$ cat src/albm_pkg.sv
package albm_pkg;

    localparam int WINDOW_LEN_DEF  = 60;
    localparam int SAMPLE_BITS_DEF = 12;

    localparam int CFG_INDEX_W = 3;
    localparam int CFG_DATA_W  = 16;

    localparam int DC_W      = 12;
    localparam int NF_W      = 11;
    localparam int BAR_W     = 8;
    localparam int TIMEOUT_W = 16;
    localparam int TIME_W    = 32;
    localparam int SMOOTH_W  = 12;
    localparam int AVG_MIN_W = 12;
    localparam int QCNT_W    = 3;

    localparam int FILT_SHIFT = 3;
    localparam int AVG_SHIFT  = 6;

    localparam logic [CFG_INDEX_W-1:0] CFG_DC_OFFSET       = 3'd0;
    localparam logic [CFG_INDEX_W-1:0] CFG_NOISE_FLOOR     = 3'd1;
    localparam logic [CFG_INDEX_W-1:0] CFG_BAR_TOP         = 3'd2;
    localparam logic [CFG_INDEX_W-1:0] CFG_PEAK_TIMEOUT_MS = 3'd3;
    localparam logic [CFG_INDEX_W-1:0] CFG_PEAK_FALL_FRAMES = 3'd4;

    localparam logic [DC_W-1:0]      DC_OFFSET_RESET   = 12'd0;
    localparam logic [NF_W-1:0]      NOISE_FLOOR_RESET = 11'd30;
    localparam logic [BAR_W-1:0]     BAR_TOP_RESET     = 8'd171;
    localparam logic [TIMEOUT_W-1:0] PEAK_TIMEOUT_RESET = 16'd1000;
    localparam logic [BAR_W-1:0]     PEAK_FALL_RESET   = 8'd4;

    localparam int LEVEL_RESET   = 10;
    localparam int MAX_AVG_RESET = 2048;

    typedef struct packed {
        logic wr;
        logic scan;
    } win_req_t;

    typedef struct packed {
        logic busy;
    } win_stat_t;

endpackage

$ cat src/albm_if.sv
interface albm_in_if #(
    parameter int SAMPLE_BITS = albm_pkg::SAMPLE_BITS_DEF
);
    logic                           valid;
    logic                           ready;
    logic [SAMPLE_BITS-1:0]         sample;
    logic [albm_pkg::TIME_W-1:0]    now_ms;

    modport source (output valid, output sample, output now_ms, input ready);
    modport sink (input valid, input sample, input now_ms, output ready);
endinterface

interface albm_out_if;
    logic                           valid;
    logic                           ready;
    logic [albm_pkg::BAR_W-1:0]     bar_height;
    logic [albm_pkg::BAR_W-1:0]     peak_pos;
    logic [albm_pkg::SMOOTH_W-1:0]  smoothed_level;

    modport source (output valid, output bar_height, output peak_pos,
                    output smoothed_level, input ready);
    modport sink (input valid, input bar_height, input peak_pos,
                  input smoothed_level, output ready);
endinterface

$ cat src/albm_window.sv
module albm_window #(
    parameter int WINDOW_LEN  = albm_pkg::WINDOW_LEN_DEF,
    parameter int SAMPLE_BITS = albm_pkg::SAMPLE_BITS_DEF
) (
    input  logic                     clk,
    input  logic                     rst_n,
    input  albm_pkg::win_req_t       req,
    input  logic [SAMPLE_BITS-2:0]   wr_data,
    output albm_pkg::win_stat_t      stat,
    output logic [SAMPLE_BITS-2:0]   lo,
    output logic [SAMPLE_BITS-2:0]   hi
);
    import albm_pkg::*;

    localparam int GW     = SAMPLE_BITS - 1;
    localparam int PTR_W  = (WINDOW_LEN > 1) ? $clog2(WINDOW_LEN) : 1;
    localparam int FILL_W = $clog2(WINDOW_LEN + 1);
    localparam logic [PTR_W-1:0]  LAST_IDX = PTR_W'(WINDOW_LEN - 1);
    localparam logic [FILL_W-1:0] FULL     = FILL_W'(WINDOW_LEN);

    logic [GW-1:0]     mem [WINDOW_LEN];
    logic [GW-1:0]     rd_data_reg;
    logic [GW-1:0]     lo_reg;
    logic [GW-1:0]     hi_reg;
    logic [PTR_W-1:0]  ptr_reg;
    logic [PTR_W-1:0]  rd_idx_reg;
    logic [FILL_W-1:0] fill_reg;
    logic              scanning_reg;
    logic              rd_live_reg;
    logic              rd_last_reg;
    logic              rd_ok_reg;
    logic              first_reg;
    logic              busy_reg;
    logic [GW-1:0]     rd_val;

    // Entries at or past the fill count were never written and read as zero.
    assign rd_val = rd_ok_reg ? rd_data_reg : '0;

    always_ff @(posedge clk)
    begin
        if (req.wr)
        begin
            mem[ptr_reg] <= wr_data;
        end
        rd_data_reg <= mem[rd_idx_reg];
    end

    always_ff @(posedge clk)
    begin
        if (rd_live_reg)
        begin
            if (first_reg)
            begin
                lo_reg <= rd_val;
                hi_reg <= rd_val;
            end
            else
            begin
                if (rd_val < lo_reg)
                begin
                    lo_reg <= rd_val;
                end
                if (rd_val > hi_reg)
                begin
                    hi_reg <= rd_val;
                end
            end
        end
    end

    always_ff @(posedge clk or negedge rst_n)
    begin
        if (!rst_n)
        begin
            ptr_reg      <= '0;
            fill_reg     <= '0;
            rd_idx_reg   <= '0;
            scanning_reg <= 1'b0;
            rd_live_reg  <= 1'b0;
            rd_last_reg  <= 1'b0;
            rd_ok_reg    <= 1'b0;
            first_reg    <= 1'b0;
            busy_reg     <= 1'b0;
        end
        else
        begin
            if (req.wr)
            begin
                ptr_reg <= (ptr_reg == LAST_IDX) ? '0 : ptr_reg + 1'b1;
                if (fill_reg != FULL)
                begin
                    fill_reg <= fill_reg + 1'b1;
                end
            end

            rd_live_reg <= scanning_reg;
            rd_last_reg <= scanning_reg && (rd_idx_reg == LAST_IDX);
            rd_ok_reg   <= FILL_W'(rd_idx_reg) < fill_reg;

            if (req.scan)
            begin
                scanning_reg <= 1'b1;
                rd_idx_reg   <= '0;
                busy_reg     <= 1'b1;
            end
            else if (scanning_reg)
            begin
                if (rd_idx_reg == LAST_IDX)
                begin
                    scanning_reg <= 1'b0;
                end
                else
                begin
                    rd_idx_reg <= rd_idx_reg + 1'b1;
                end
            end

            if (req.scan)
            begin
                first_reg <= 1'b1;
            end
            else if (rd_live_reg)
            begin
                first_reg <= 1'b0;
            end

            if (rd_live_reg && rd_last_reg)
            begin
                busy_reg <= 1'b0;
            end
        end
    end

    assign stat.busy = busy_reg;
    assign lo        = lo_reg;
    assign hi        = hi_reg;

endmodule

$ cat src/audio_level_bar_meter_top.sv
// Sound level bar meter with a peak-hold dot. Each item carries one raw microphone
// sample and a millisecond timestamp and yields one result: the bar height, the
// peak dot position and the smoothed level. The block works on one item at a time;
// an item is done only once the scan of the level window through the single read
// port of its memory has finished, and the bar division runs alongside that scan.
// A finished result waits in an output register while the next item is accepted.
// The window needs no clearing pass after reset: a fill count makes unwritten
// entries read as zero. Registers are to be written through the plain write port
// only while the block is idle; the block itself does not enforce this.
module audio_level_bar_meter_top #(
    parameter int WINDOW_LEN  = albm_pkg::WINDOW_LEN_DEF,
    parameter int SAMPLE_BITS = albm_pkg::SAMPLE_BITS_DEF
) (
    input  logic                             clk,
    input  logic                             rst_n,
    input  logic                             cfg_wr_en,
    input  logic [albm_pkg::CFG_INDEX_W-1:0] cfg_index,
    input  logic [albm_pkg::CFG_DATA_W-1:0]  cfg_data,
    albm_in_if.sink                          sample_ch,
    albm_out_if.source                       result_ch
);
    import albm_pkg::*;

    localparam int GW    = SAMPLE_BITS - 1;
    localparam int LF_W  = GW;
    localparam int AW    = (SAMPLE_BITS > AVG_MIN_W) ? SAMPLE_BITS : AVG_MIN_W;
    localparam int CW    = AW + 1;
    localparam int NUM_W = AW + BAR_W;
    localparam int LS_W  = LF_W + FILT_SHIFT;
    localparam int AS_W  = AW + AVG_SHIFT;

    localparam logic signed [CW-1:0] MID_SCALE = CW'(1 << (SAMPLE_BITS - 1));
    localparam logic [GW-1:0]        GATED_MAX = '1;

    localparam int STATE_W = 3;
    localparam logic [STATE_W-1:0] S_IDLE = 3'd0;
    localparam logic [STATE_W-1:0] S_FILT = 3'd1;
    localparam logic [STATE_W-1:0] S_PREP = 3'd2;
    localparam logic [STATE_W-1:0] S_CHK  = 3'd3;
    localparam logic [STATE_W-1:0] S_DIV  = 3'd4;
    localparam logic [STATE_W-1:0] S_PEAK = 3'd5;
    localparam logic [STATE_W-1:0] S_FALL = 3'd6;
    localparam logic [STATE_W-1:0] S_AVG  = 3'd7;

    logic [STATE_W-1:0]   state_reg;

    logic [DC_W-1:0]      dc_offset_reg;
    logic [NF_W-1:0]      noise_floor_reg;
    logic [BAR_W-1:0]     bar_top_reg;
    logic [TIMEOUT_W-1:0] peak_timeout_reg;
    logic [BAR_W-1:0]     peak_fall_reg;

    logic [LF_W-1:0]      level_reg;
    logic [AW-1:0]        min_avg_reg;
    logic [AW-1:0]        max_avg_reg;
    logic [BAR_W-1:0]     peak_hold_reg;
    logic [TIME_W-1:0]    peak_stamp_reg;
    logic [BAR_W-1:0]     fall_count_reg;
    logic [QCNT_W-1:0]    bit_cnt_reg;

    logic [GW-1:0]        g_reg;
    logic [TIME_W-1:0]    now_reg;
    logic [NUM_W-1:0]     rem_reg;
    logic [NUM_W-1:0]     dsh_reg;
    logic [AW-1:0]        div_reg;
    logic [BAR_W-1:0]     quo_reg;
    logic                 ovf_reg;

    logic                 out_valid_reg;
    logic [BAR_W-1:0]     bar_height_reg;
    logic [BAR_W-1:0]     peak_pos_reg;
    logic [SMOOTH_W-1:0]  smoothed_reg;

    logic                 in_accept;
    logic                 out_free;
    logic signed [CW-1:0] raw_s;
    logic signed [CW-1:0] dc_s;
    logic signed [CW-1:0] centred;
    logic [AW-1:0]        mag;
    logic [AW-1:0]        mag_gate;
    logic [GW-1:0]        g_in;
    logic [LS_W-1:0]      lf_sum;
    logic [LF_W-1:0]      level_next;
    logic [AW-1:0]        lf_ext;
    logic [AW-1:0]        dpos;
    logic [NUM_W-1:0]     num_prod;
    logic [AW-1:0]        div_calc;
    logic                 rem_ge;
    logic [BAR_W-1:0]     height;
    logic [BAR_W-1:0]     hold_new;
    logic                 new_peak;
    logic [TIME_W-1:0]    elapsed;
    logic                 timed_out;
    logic [BAR_W-1:0]     fc_inc;
    logic [AW-1:0]        span;
    logic [AW-1:0]        hi_adj;
    logic [AS_W-1:0]      min_sum;
    logic [AS_W-1:0]      max_sum;
    logic [AW-1:0]        min_next;
    logic [AW-1:0]        max_next;

    win_req_t             win_req;
    win_stat_t            win_stat;
    logic [GW-1:0]        win_lo;
    logic [GW-1:0]        win_hi;

    albm_window #(
        .WINDOW_LEN  (WINDOW_LEN),
        .SAMPLE_BITS (SAMPLE_BITS)
    ) u_window (
        .clk     (clk),
        .rst_n   (rst_n),
        .req     (win_req),
        .wr_data (g_reg),
        .stat    (win_stat),
        .lo      (win_lo),
        .hi      (win_hi)
    );

    assign sample_ch.ready = (state_reg == S_IDLE);
    assign in_accept       = sample_ch.valid && sample_ch.ready;
    assign out_free        = !out_valid_reg || result_ch.ready;

    // The sample is centered, rectified, gated and saturated to a window entry.
    always_comb
    begin
        raw_s    = $signed(CW'(sample_ch.sample));
        dc_s     = $signed({{(CW - DC_W){dc_offset_reg[DC_W-1]}}, dc_offset_reg});
        centred  = raw_s - MID_SCALE - dc_s;
        mag      = centred[CW-1] ? AW'(-centred) : AW'(centred);
        mag_gate = (mag > AW'(noise_floor_reg)) ? mag - AW'(noise_floor_reg) : '0;
        g_in     = (mag_gate > AW'(GATED_MAX)) ? GATED_MAX : GW'(mag_gate);
    end

    always_comb
    begin
        lf_sum     = {level_reg, {FILT_SHIFT{1'b0}}} - LS_W'(level_reg) + LS_W'(g_reg);
        level_next = lf_sum[LS_W-1:FILT_SHIFT];

        lf_ext   = AW'(level_reg);
        dpos     = (lf_ext > min_avg_reg) ? lf_ext - min_avg_reg : '0;
        num_prod = NUM_W'(bar_top_reg) * NUM_W'(dpos);
        div_calc = (max_avg_reg > min_avg_reg) ? max_avg_reg - min_avg_reg : AW'(1);

        rem_ge = rem_reg >= dsh_reg;

        if (ovf_reg || (quo_reg > bar_top_reg))
        begin
            height = bar_top_reg;
        end
        else
        begin
            height = quo_reg;
        end
        new_peak = height > peak_hold_reg;
        hold_new = new_peak ? height : peak_hold_reg;

        elapsed   = now_reg - peak_stamp_reg;
        timed_out = elapsed > TIME_W'(peak_timeout_reg);
        fc_inc    = fall_count_reg + 8'd1;

        span     = AW'(win_hi) - AW'(win_lo);
        hi_adj   = (span < AW'(bar_top_reg)) ? AW'(win_lo) + AW'(bar_top_reg) : AW'(win_hi);
        min_sum  = {min_avg_reg, {AVG_SHIFT{1'b0}}} - AS_W'(min_avg_reg) + AS_W'(win_lo);
        max_sum  = {max_avg_reg, {AVG_SHIFT{1'b0}}} - AS_W'(max_avg_reg) + AS_W'(hi_adj);
        min_next = min_sum[AS_W-1:AVG_SHIFT];
        max_next = max_sum[AS_W-1:AVG_SHIFT];
    end

    assign win_req.wr   = (state_reg == S_FILT);
    assign win_req.scan = (state_reg == S_FILT);

    always_ff @(posedge clk or negedge rst_n)
    begin
        if (!rst_n)
        begin
            dc_offset_reg    <= DC_OFFSET_RESET;
            noise_floor_reg  <= NOISE_FLOOR_RESET;
            bar_top_reg      <= BAR_TOP_RESET;
            peak_timeout_reg <= PEAK_TIMEOUT_RESET;
            peak_fall_reg    <= PEAK_FALL_RESET;
        end
        else if (cfg_wr_en)
        begin
            unique case (cfg_index)
                CFG_DC_OFFSET:        dc_offset_reg    <= cfg_data[DC_W-1:0];
                CFG_NOISE_FLOOR:      noise_floor_reg  <= cfg_data[NF_W-1:0];
                CFG_BAR_TOP:          bar_top_reg      <= cfg_data[BAR_W-1:0];
                CFG_PEAK_TIMEOUT_MS:  peak_timeout_reg <= cfg_data[TIMEOUT_W-1:0];
                CFG_PEAK_FALL_FRAMES: peak_fall_reg    <= cfg_data[BAR_W-1:0];
                default:
                begin
                end
            endcase
        end
    end

    always_ff @(posedge clk or negedge rst_n)
    begin
        if (!rst_n)
        begin
            state_reg      <= S_IDLE;
            level_reg      <= LF_W'(LEVEL_RESET);
            min_avg_reg    <= '0;
            max_avg_reg    <= AW'(MAX_AVG_RESET);
            peak_hold_reg  <= '0;
            peak_stamp_reg <= '0;
            fall_count_reg <= '0;
            bit_cnt_reg    <= '0;
            out_valid_reg  <= 1'b0;
        end
        else
        begin
            if ((state_reg == S_PEAK) && out_free)
            begin
                out_valid_reg <= 1'b1;
            end
            else if (result_ch.ready)
            begin
                out_valid_reg <= 1'b0;
            end

            unique case (state_reg)
                S_IDLE:
                begin
                    if (in_accept)
                    begin
                        state_reg <= S_FILT;
                    end
                end
                S_FILT:
                begin
                    level_reg <= level_next;
                    state_reg <= S_PREP;
                end
                S_PREP:
                begin
                    state_reg <= S_CHK;
                end
                S_CHK:
                begin
                    bit_cnt_reg <= QCNT_W'(BAR_W - 1);
                    state_reg   <= S_DIV;
                end
                S_DIV:
                begin
                    if (bit_cnt_reg == '0)
                    begin
                        state_reg <= S_PEAK;
                    end
                    else
                    begin
                        bit_cnt_reg <= bit_cnt_reg - 1'b1;
                    end
                end
                S_PEAK:
                begin
                    if (out_free)
                    begin
                        peak_hold_reg <= hold_new;
                        if (new_peak)
                        begin
                            peak_stamp_reg <= now_reg;
                        end
                        state_reg <= S_FALL;
                    end
                end
                S_FALL:
                begin
                    if (timed_out)
                    begin
                        if (fc_inc >= peak_fall_reg)
                        begin
                            fall_count_reg <= '0;
                            if (peak_hold_reg != '0)
                            begin
                                peak_hold_reg <= peak_hold_reg - 1'b1;
                            end
                        end
                        else
                        begin
                            fall_count_reg <= fc_inc;
                        end
                    end
                    state_reg <= S_AVG;
                end
                S_AVG:
                begin
                    if (!win_stat.busy)
                    begin
                        min_avg_reg <= min_next;
                        max_avg_reg <= max_next;
                        state_reg   <= S_IDLE;
                    end
                end
                default:
                begin
                    state_reg <= S_IDLE;
                end
            endcase
        end
    end

    always_ff @(posedge clk)
    begin
        if (in_accept)
        begin
            g_reg   <= g_in;
            now_reg <= sample_ch.now_ms;
        end
        if (state_reg == S_PREP)
        begin
            rem_reg <= num_prod;
            div_reg <= div_calc;
        end
        if (state_reg == S_CHK)
        begin
            ovf_reg <= rem_reg >= {div_reg, {BAR_W{1'b0}}};
            dsh_reg <= {1'b0, div_reg, {(BAR_W - 1){1'b0}}};
        end
        if (state_reg == S_DIV)
        begin
            if (rem_ge)
            begin
                rem_reg <= rem_reg - dsh_reg;
            end
            quo_reg <= {quo_reg[BAR_W-2:0], rem_ge};
            dsh_reg <= dsh_reg >> 1;
        end
        if ((state_reg == S_PEAK) && out_free)
        begin
            bar_height_reg <= height;
            peak_pos_reg   <= hold_new;
            smoothed_reg   <= SMOOTH_W'(level_reg);
        end
    end

    assign result_ch.valid          = out_valid_reg;
    assign result_ch.bar_height     = bar_height_reg;
    assign result_ch.peak_pos       = peak_pos_reg;
    assign result_ch.smoothed_level = smoothed_reg;

    a_idle_window_quiet: assert property (@(posedge clk) disable iff (!rst_n)
        (state_reg == S_IDLE) |-> !win_stat.busy)
        else $error("window scan still running while idle");

    a_accept_starts_filter: assert property (@(posedge clk) disable iff (!rst_n)
        in_accept |=> (state_reg == S_FILT))
        else $error("accepted item did not start processing");

    a_div_bounded: assert property (@(posedge clk) disable iff (!rst_n)
        (state_reg == S_DIV) |=> ((state_reg == S_DIV) || (state_reg == S_PEAK)))
        else $error("division left to an unexpected state");

    a_scan_starts: assert property (@(posedge clk) disable iff (!rst_n)
        (state_reg == S_FILT) |=> win_stat.busy)
        else $error("window scan did not start after the filter step");

endmodule

$ cat src/flat_wrapper.sv
// flat-port wrapper written by rule: the top's interface ports become plain ports
module audio_level_bar_meter_top_flat import albm_pkg::*;
#(
    parameter int WINDOW_LEN  = albm_pkg::WINDOW_LEN_DEF,
    parameter int SAMPLE_BITS = albm_pkg::SAMPLE_BITS_DEF
)
  (clk, rst_n, cfg_wr_en, cfg_index, cfg_data, sample_ch_valid, sample_ch_sample, sample_ch_now_ms, sample_ch_ready, result_ch_valid, result_ch_bar_height, result_ch_peak_pos, result_ch_smoothed_level, result_ch_ready);
  albm_in_if #(.SAMPLE_BITS(SAMPLE_BITS)) sample_ch_i ();
  albm_out_if result_ch_i ();
  input  logic clk;
  input  logic rst_n;
  input  logic cfg_wr_en;
  input  logic [albm_pkg::CFG_INDEX_W-1:0] cfg_index;
  input  logic [albm_pkg::CFG_DATA_W-1:0] cfg_data;
  input wire logic [$bits(sample_ch_i.valid)-1:0] sample_ch_valid;
  input wire logic [$bits(sample_ch_i.sample)-1:0] sample_ch_sample;
  input wire logic [$bits(sample_ch_i.now_ms)-1:0] sample_ch_now_ms;
  output wire logic [$bits(sample_ch_i.ready)-1:0] sample_ch_ready;
  output wire logic [$bits(result_ch_i.valid)-1:0] result_ch_valid;
  output wire logic [$bits(result_ch_i.bar_height)-1:0] result_ch_bar_height;
  output wire logic [$bits(result_ch_i.peak_pos)-1:0] result_ch_peak_pos;
  output wire logic [$bits(result_ch_i.smoothed_level)-1:0] result_ch_smoothed_level;
  input wire logic [$bits(result_ch_i.ready)-1:0] result_ch_ready;
  assign sample_ch_i.valid = sample_ch_valid;
  assign sample_ch_i.sample = sample_ch_sample;
  assign sample_ch_i.now_ms = sample_ch_now_ms;
  assign sample_ch_ready = sample_ch_i.ready;
  assign result_ch_valid = result_ch_i.valid;
  assign result_ch_bar_height = result_ch_i.bar_height;
  assign result_ch_peak_pos = result_ch_i.peak_pos;
  assign result_ch_smoothed_level = result_ch_i.smoothed_level;
  assign result_ch_i.ready = result_ch_ready;
  audio_level_bar_meter_top #(.WINDOW_LEN(WINDOW_LEN), .SAMPLE_BITS(SAMPLE_BITS)) u_core (.clk(clk), .rst_n(rst_n), .cfg_wr_en(cfg_wr_en), .cfg_index(cfg_index), .cfg_data(cfg_data), .sample_ch(sample_ch_i), .result_ch(result_ch_i));
endmodule
$ cat config.mk
export PLATFORM = sky130hd
export DESIGN_NAME = audio_level_bar_meter_top_flat
export DESIGN_NICKNAME = d
export VERILOG_FILES = /design/src/albm_pkg.sv /design/src/albm_if.sv /design/src/albm_window.sv /design/src/audio_level_bar_meter_top.sv /design/src/flat_wrapper.sv
export SDC_FILE = /design/constraint.sdc
export NUM_CORES = 2
export LEC_CHECK = 0
export BUFFER_PORTS_ARGS = -buffer_cell sky130_fd_sc_hd__buf_2
export CAP_MARGIN = 10
export CELL_PAD_IN_SITES_DETAIL_PLACEMENT = 1
export CELL_PAD_IN_SITES_GLOBAL_PLACEMENT = 1
export CORE_MARGIN = 1
export CORE_UTILIZATION = 50
export DETAILED_ROUTE_END_ITERATION = 16
export GPL_TIMING_DRIVEN = 0
export PLACE_DENSITY_LB_ADDON = 0.1
export SYNTH_ARGS = -nofsm -noshare
export SYNTH_HDL_FRONTEND = slang
export SYNTH_HIERARCHICAL = 1
export SYNTH_SLANG_ARGS = --single-unit
export TNS_END_PERCENT = 1
$ cat constraint.sdc
create_clock -name clk -period 21.5 [get_ports clk]
set_clock_uncertainty 0.2 [all_clocks]
set_input_delay 5.375 -clock clk [delete_from_list [all_inputs] [get_ports clk]]
set_output_delay 5.375 -clock clk [all_outputs]
set_load 0.03 [all_outputs]
== Word-level counts from Yosys, hierarchy flattened ==
Memory sizes are Yosys's and may differ from the RTL's. A register that Yosys moved wholly into a read port is not among the register bits.
Index checks and enable logic that the tools add are counted.

* Add/sub/neg operators: 22
* $mul: 1
* Magnitude comparators: 14
* Equal/unequal tests: 23
* Multiplexer cells: 44
* Bitwise gates (word level): 1
* Reductions and logical operators: 34

{| class="wikitable"
|+ Operator list
! cell !! number
|-
| $mux 20 || 3
|-
| $mux 8 || 7
|-
| $mux 11 || 5
|-
| $mux 12 || 4
|-
| $sub 18x12->18 || 2
|-
| $gt 32x16->1 || 1
|-
| $sub 32x32->32 || 1
|-
| $mux 6 || 4
|-
| $pmux 3 s8 || 1
|-
| $reduce_and 2->1 || 12
|-
| $ge 20x19->1 || 1
|-
| $ge 20x20->1 || 1
|-
| $mul 8x12->20 || 1
|-
| $sub 20x19->20 || 1
|-
| $mux 19 || 1
|-
| $add 18x11->18 || 1
|-
| $add 18x12->18 || 1
|-
| $add 6x1->6 const B || 3
|-
| $mux 18 || 1
|-
| $gt 8x8->1 || 2
|-
| $pmux 8 s2 || 1
|-
| $reduce_bool 2->1 || 8
|-
| $eq 3x3->1 const B || 5
|-
| $mux 3 || 5
|-
| other kinds (39) || 67
|}

* Bits in registers: 321
* RAM bits: 660
* Output and inout bits: 30
* Memories kept: 1

{| class="wikitable"
|+ Memories
! name !! words !! bits a word !! rd ports !! clocked after Yosys merged registers in !! write ports !! line !! RTL
|-
| u_core.u_window.mem || 60 || 11 || 1 || 1 || 1 || albm_window.sv:21 || <nowiki>logic [GW-1:0] mem [WINDOW_LEN];</nowiki>
|}

== Depth between registers and ports, before layout ==
* Word-level depth: 7
* Gate-level depth with buffers: 38
* Depth with buffers taken out: 35

== Modules after synthesis ==
The synthesis kept the hierarchy.

{| class="wikitable"
|+ By module, submodules not included
! module !! instances !! cells an instance !! area each (um2)
|-
| albm_window || 1 || 1356 || 28035.6
|-
| audio_level_bar_meter_top || 1 || 2493 || 23023.3
|}

== Worst setup path after synthesis ==
Ideal clock, no wire load.

* Kind: in2reg
* Start: input sample_ch_sample[2]
* End: register u_core.g_reg[2] (data pin)
* Arrival time: 10038 ps
* Setup slack: 10980 ps
* Stages on the path: 27
* Cell sequence: ha_1 -> ha_1 -> a21o_1 -> a21oi_1 -> o21ai_0 -> a21oi_1 -> o21a_1 -> o21ai_0 -> a21oi_1 -> o21a_1 -> or2_2 -> clkbuf_1 -> mux2_2 -> fa_1 -> a21o_1 -> a21oi_1 -> o21bai_1 -> a21oi_1 -> o21bai_1 -> a21oi_1 -> o21bai_1 -> a21oi_1 -> nor2b_1 -> o32ai_1 -> and2_1 -> clkbuf_1 -> a21oi_1

* Word-level cells in the longest chain between the ends: 7
* Elaborated cells on any way between the ends: 8
* Those cells by class: add/sub (4); order compare (2); mux (2)

{| class="wikitable"
|+ RTL lines
! item !! line !! RTL
|-
| start: declaration || flat_wrapper.sv:16 || <nowiki>input wire logic [$bits(sample_ch_i.sample)-1:0] sample_ch_sample;</nowiki>
|-
| $sub 12x12->13 * || audio_level_bar_meter_top.sv:129 || <nowiki>centred = raw_s - MID_SCALE - dc_s;</nowiki>
|-
| $sub 13x12->13 * || audio_level_bar_meter_top.sv:129 ||
|-
| $neg 12->12 || audio_level_bar_meter_top.sv:130 || <nowiki>mag = centred[CW-1] ? AW'(-centred) : AW'(centred);</nowiki>
|-
| $mux 12 * || audio_level_bar_meter_top.sv:130 ||
|-
| $sub 12x11->12 or $gt 12x11->1 (tied branches) || audio_level_bar_meter_top.sv:131 || <nowiki>mag_gate = (mag > AW'(noise_floor_reg)) ? mag - AW'(noise_floor_reg) : '0;</nowiki>
|-
| $mux 12 * || audio_level_bar_meter_top.sv:131 ||
|-
| $gt 12x11->1 || audio_level_bar_meter_top.sv:132 || <nowiki>g_in = (mag_gate > AW'(GATED_MAX)) ? GATED_MAX : GW'(mag_gate);</nowiki>
|-
| end signal: assignment || audio_level_bar_meter_top.sv:308 || <nowiki>g_reg <= g_in;</nowiki>
|-
| end: declaration || audio_level_bar_meter_top.sv:61 || <nowiki>logic [GW-1:0] g_reg;</nowiki>
|}

Mark *: on every way between the ends. The rest lies on a longest branch, timed or not.
A chain may end at the register's enable or synchronous reset.

== Worst setup path in the final report ==
* Start: input sample_ch_sample[2]
* End: register u_core.g_reg[8] (data pin)

The elaborated chain is that of the path after synthesis.

==> flow_metrics.tcl <==
set metrics [dict create \
    drive_gt1_frac 0.1522 \
    start_util 0.5076 \
    design.core.area_mm2 0.1006 \
    syn_area_per_cell_um2 13.27 \
    ys_seq_area_frac 0.5612 \
    io_buffers 96 \
    worstSetupStartpointType "input pin" \
    slew_viol_final 0 \
    wl_um 144500 \
    synth_area_mm2 0.05106 \
    cts_root_buf "clkbuf_16" \
    synth_mux_area_frac 0.09804 \
    drtIter0Drc 2517 \
    synth_nets 4315 \
    dieArea_mm2 0.1034 \
    required_ps 21680 \
    cts.sinks 992 \
    yosys.area_share.adder 0.1103 \
    total_power_mw 4.818 \
    rsz0062_at_grt "no" \
    cts.path.max_buffers 3 \
    reg2reg_depth 35 \
    dieWidth_um 321.6 \
    pre_cts_ws_ps 10020 \
    largest_reg_flops 660 \
    grt_use_total 0.2847 \
    setup_violations 0 \
    outcome "completed" \
    whs_ps 230.0 \
    worst_setup_path_end_kind "register" \
    worst-path-max-fanout 10 \
    cts_resized 0 \
    ir_drop_mv 0.07660 \
    leakage_nw 21.77 \
    synth_top_family_by_area "adder cells" \
    max_clock_freq_mhz 92.48 \
    path_clk_slew_ps 60 \
    hold_depth 1 \
    fin_crit_ps 10810 \
    via_per_inst 5.911 \
    timing.final.crit_share 0.5029 \
    crit_start "sample_ch_sample[2]" \
    htreeDepth 3 \
    grt-ovfl-total 0 \
    grt_pass1_wl_um 218600 \
    gp_congestion 0.9144 \
    drv_cap 0 \
    fillers 9916 \
    cts_tree "yes" \
    crit_top_cell "a21oi_1" \
    cts_setup_buffers 0 \
    drc 0 \
    multi_input_area_mm2 0.02031 \
    worst-r2r-setup-slack_ps 12410 \
    reg2reg_to "u_core/rem_reg[19]" \
    reg2reg_from "u_core/level_reg[0]" \
    min_path_type "register to register" \
    yosys.area_share.simple 0.07930 \
    dr.pass1.iters 6 \
    setup_ws_ps 10690 \
    insertion_delay_ps 710 \
    synth_cell_types 89 \
    tightest_slew_ps 1291 \
    hold_violations 0 \
    critPathBufInv 3 \
    netlist_instances 3849 \
    synth_xor_area_frac 0.02330 \
    final_core_util 0.5720 \
    critPathTopFamily "compound AO/OA/AOI/OAI gates" \
    synth-compound-area-share 0.08606 \
    syn_to_final_growth_pct 12.68 \
    nets 4573 \
    powerDensity_mw_per_mm2 83.74 \
    slowest_stage "mux2_2" \
    yosys_warnings 6 \
    grt_antenna_before_repair 2 \
    crit_type "input pin to register" \
    hold_buffers 0 \
    async_flop_share 0.1704 \
    die_h_um 321.6 \
    cts-buffers-inserted 105 \
    synth-edff-count 792 \
    synthFlopType "edfxtp_1" \
    ys_ff_latch 992 \
    crit_cells 28 \
    num_rows 116 \
    post-dp-hpwl_um 106200 \
    final-seq-area_mm2 0.02866 \
    n_antenna_cell 0 \
    cp-endpoint "u_core/g_reg[8]" \
    routedWlPerCell_um 26.04 \
    cp_slowest_stage_delay_ps 420 \
    grt_pass1_vias 34867 \
    slew_headroom 0.1359 \
    crit_arrival_ps 10990 \
    antenna_left 0 \
    grt_start_max_net_pins 93 \
    ios 98 \
    setup_tns_ps 0 \
    vias 32795 \
]
## power by group
part,leakage [nW],switching (mW),internal (mW)
clock,1.59,0.778,0.976
sequential,9.48,0.0420,2.12
combinational,10.7,0.524,0.375
total,21.8,1.34,3.47
## worst min path at each step
stage                                      startpoint                   end  slack [ps]
after floorplan           u_core/u_window/rd_last_reg  u_core/u_window/stat         200
after global placement    u_core/u_window/rd_last_reg  u_core/u_window/stat         210
after detailed placement  u_core/u_window/rd_last_reg  u_core/u_window/stat         220
after CTS                 u_core/u_window/rd_last_reg  u_core/u_window/stat         240
after global routing      u_core/u_window/rd_last_reg  u_core/u_window/stat         260
final                     u_core/u_window/rd_last_reg  u_core/u_window/stat         230
## Yosys cell counts, types with 18 or more instances
cell type,n,area (um^2)
a21o_1,70,525.5
nand2b_1,43,269.0
xnor2_1,91,797.0
o21bai_1,24,180.2
o21a_1,36,270.3
inv_1,388,1456
o21ai_0,183,915.9
dfxtp_1,31,620.6
dfrtp_1,150,3754
xor2_1,43,376.6
nand2_1,201,754.5
ha_1,311,3891
mux4_2,171,3851
a21oi_1,156,780.8
mux2_2,67,754.5
edfxtp_1,792,23780
a211oi_1,36,270.3
clkbuf_1,82,307.8
nor2b_1,44,275.3
fa_1,87,1742
and2_1,32,200.2
nand3_1,55,275.3
nor2_1,211,792.0
dfstp_2,19,499.2
mux2i_1,40,400.4
a31oi_1,18,112.6
nor3_1,113,565.5
nand4_1,26,162.7
buf_2,23,115.1
## metrics by stage
stage	area [um^2]	cells
finish	57540	5548
global route	57540	5548
CTS	57400	5533
detailed placement	54100	5342
global placement	53240	5302
floorplan	51060	3849
## cell families (layout without fill, tap and decap cells)
logic type,count (synthesis),count (layout)
adders and majority gates,398,398
and+or+nand+nor,829,829
xor gates and xnor gates,135,135
muxes,278,278
AOI/OAI and AO/OA,689,689
buffers and inverters,527,869
other,1,1
DFF,992,992
## cells in the final DEF (no fill, tap or decap), types with 44 or more instances in the layout
cell type,count
edfxtp_1,792
nor2b_1,44
fa_1,87
buf_2,119
nand3_1,55
mux4_2,171
clkbuf_1,111
dfrtp_1,150
nor3_1,110
a21o_1,70
o21ai_0,183
ha_1,311
clkbuf_16,106
inv_1,388
nor2_1,211
mux2_2,67
a21oi_1,156
xnor2_1,91
nand2_1,201
## area by class of cell
type | count | area share
Buffer | 137 | 0.01153
Clock buffer | 136 | 0.04823
Clock inverter | 55 | 0.009047
Inverter | 390 | 0.02547
Multi-Input combinational cell | 2330 | 0.3530
Sequential cell | 992 | 0.4981
Tap cell | 1357 | 0.02951
Timing Repair Buffer | 151 | 0.02514
## per-layer routing
metal  vias up  track usage  part of all wire
met5         -            0                 0
met4         0       0.1357             0.053
met3       310      0.03791             0.049
met2       949       0.4921              0.50
met1     16816       0.3534              0.40
li1      14720            -                 -
Note: power is estimated with default switching activity, not from simulation.
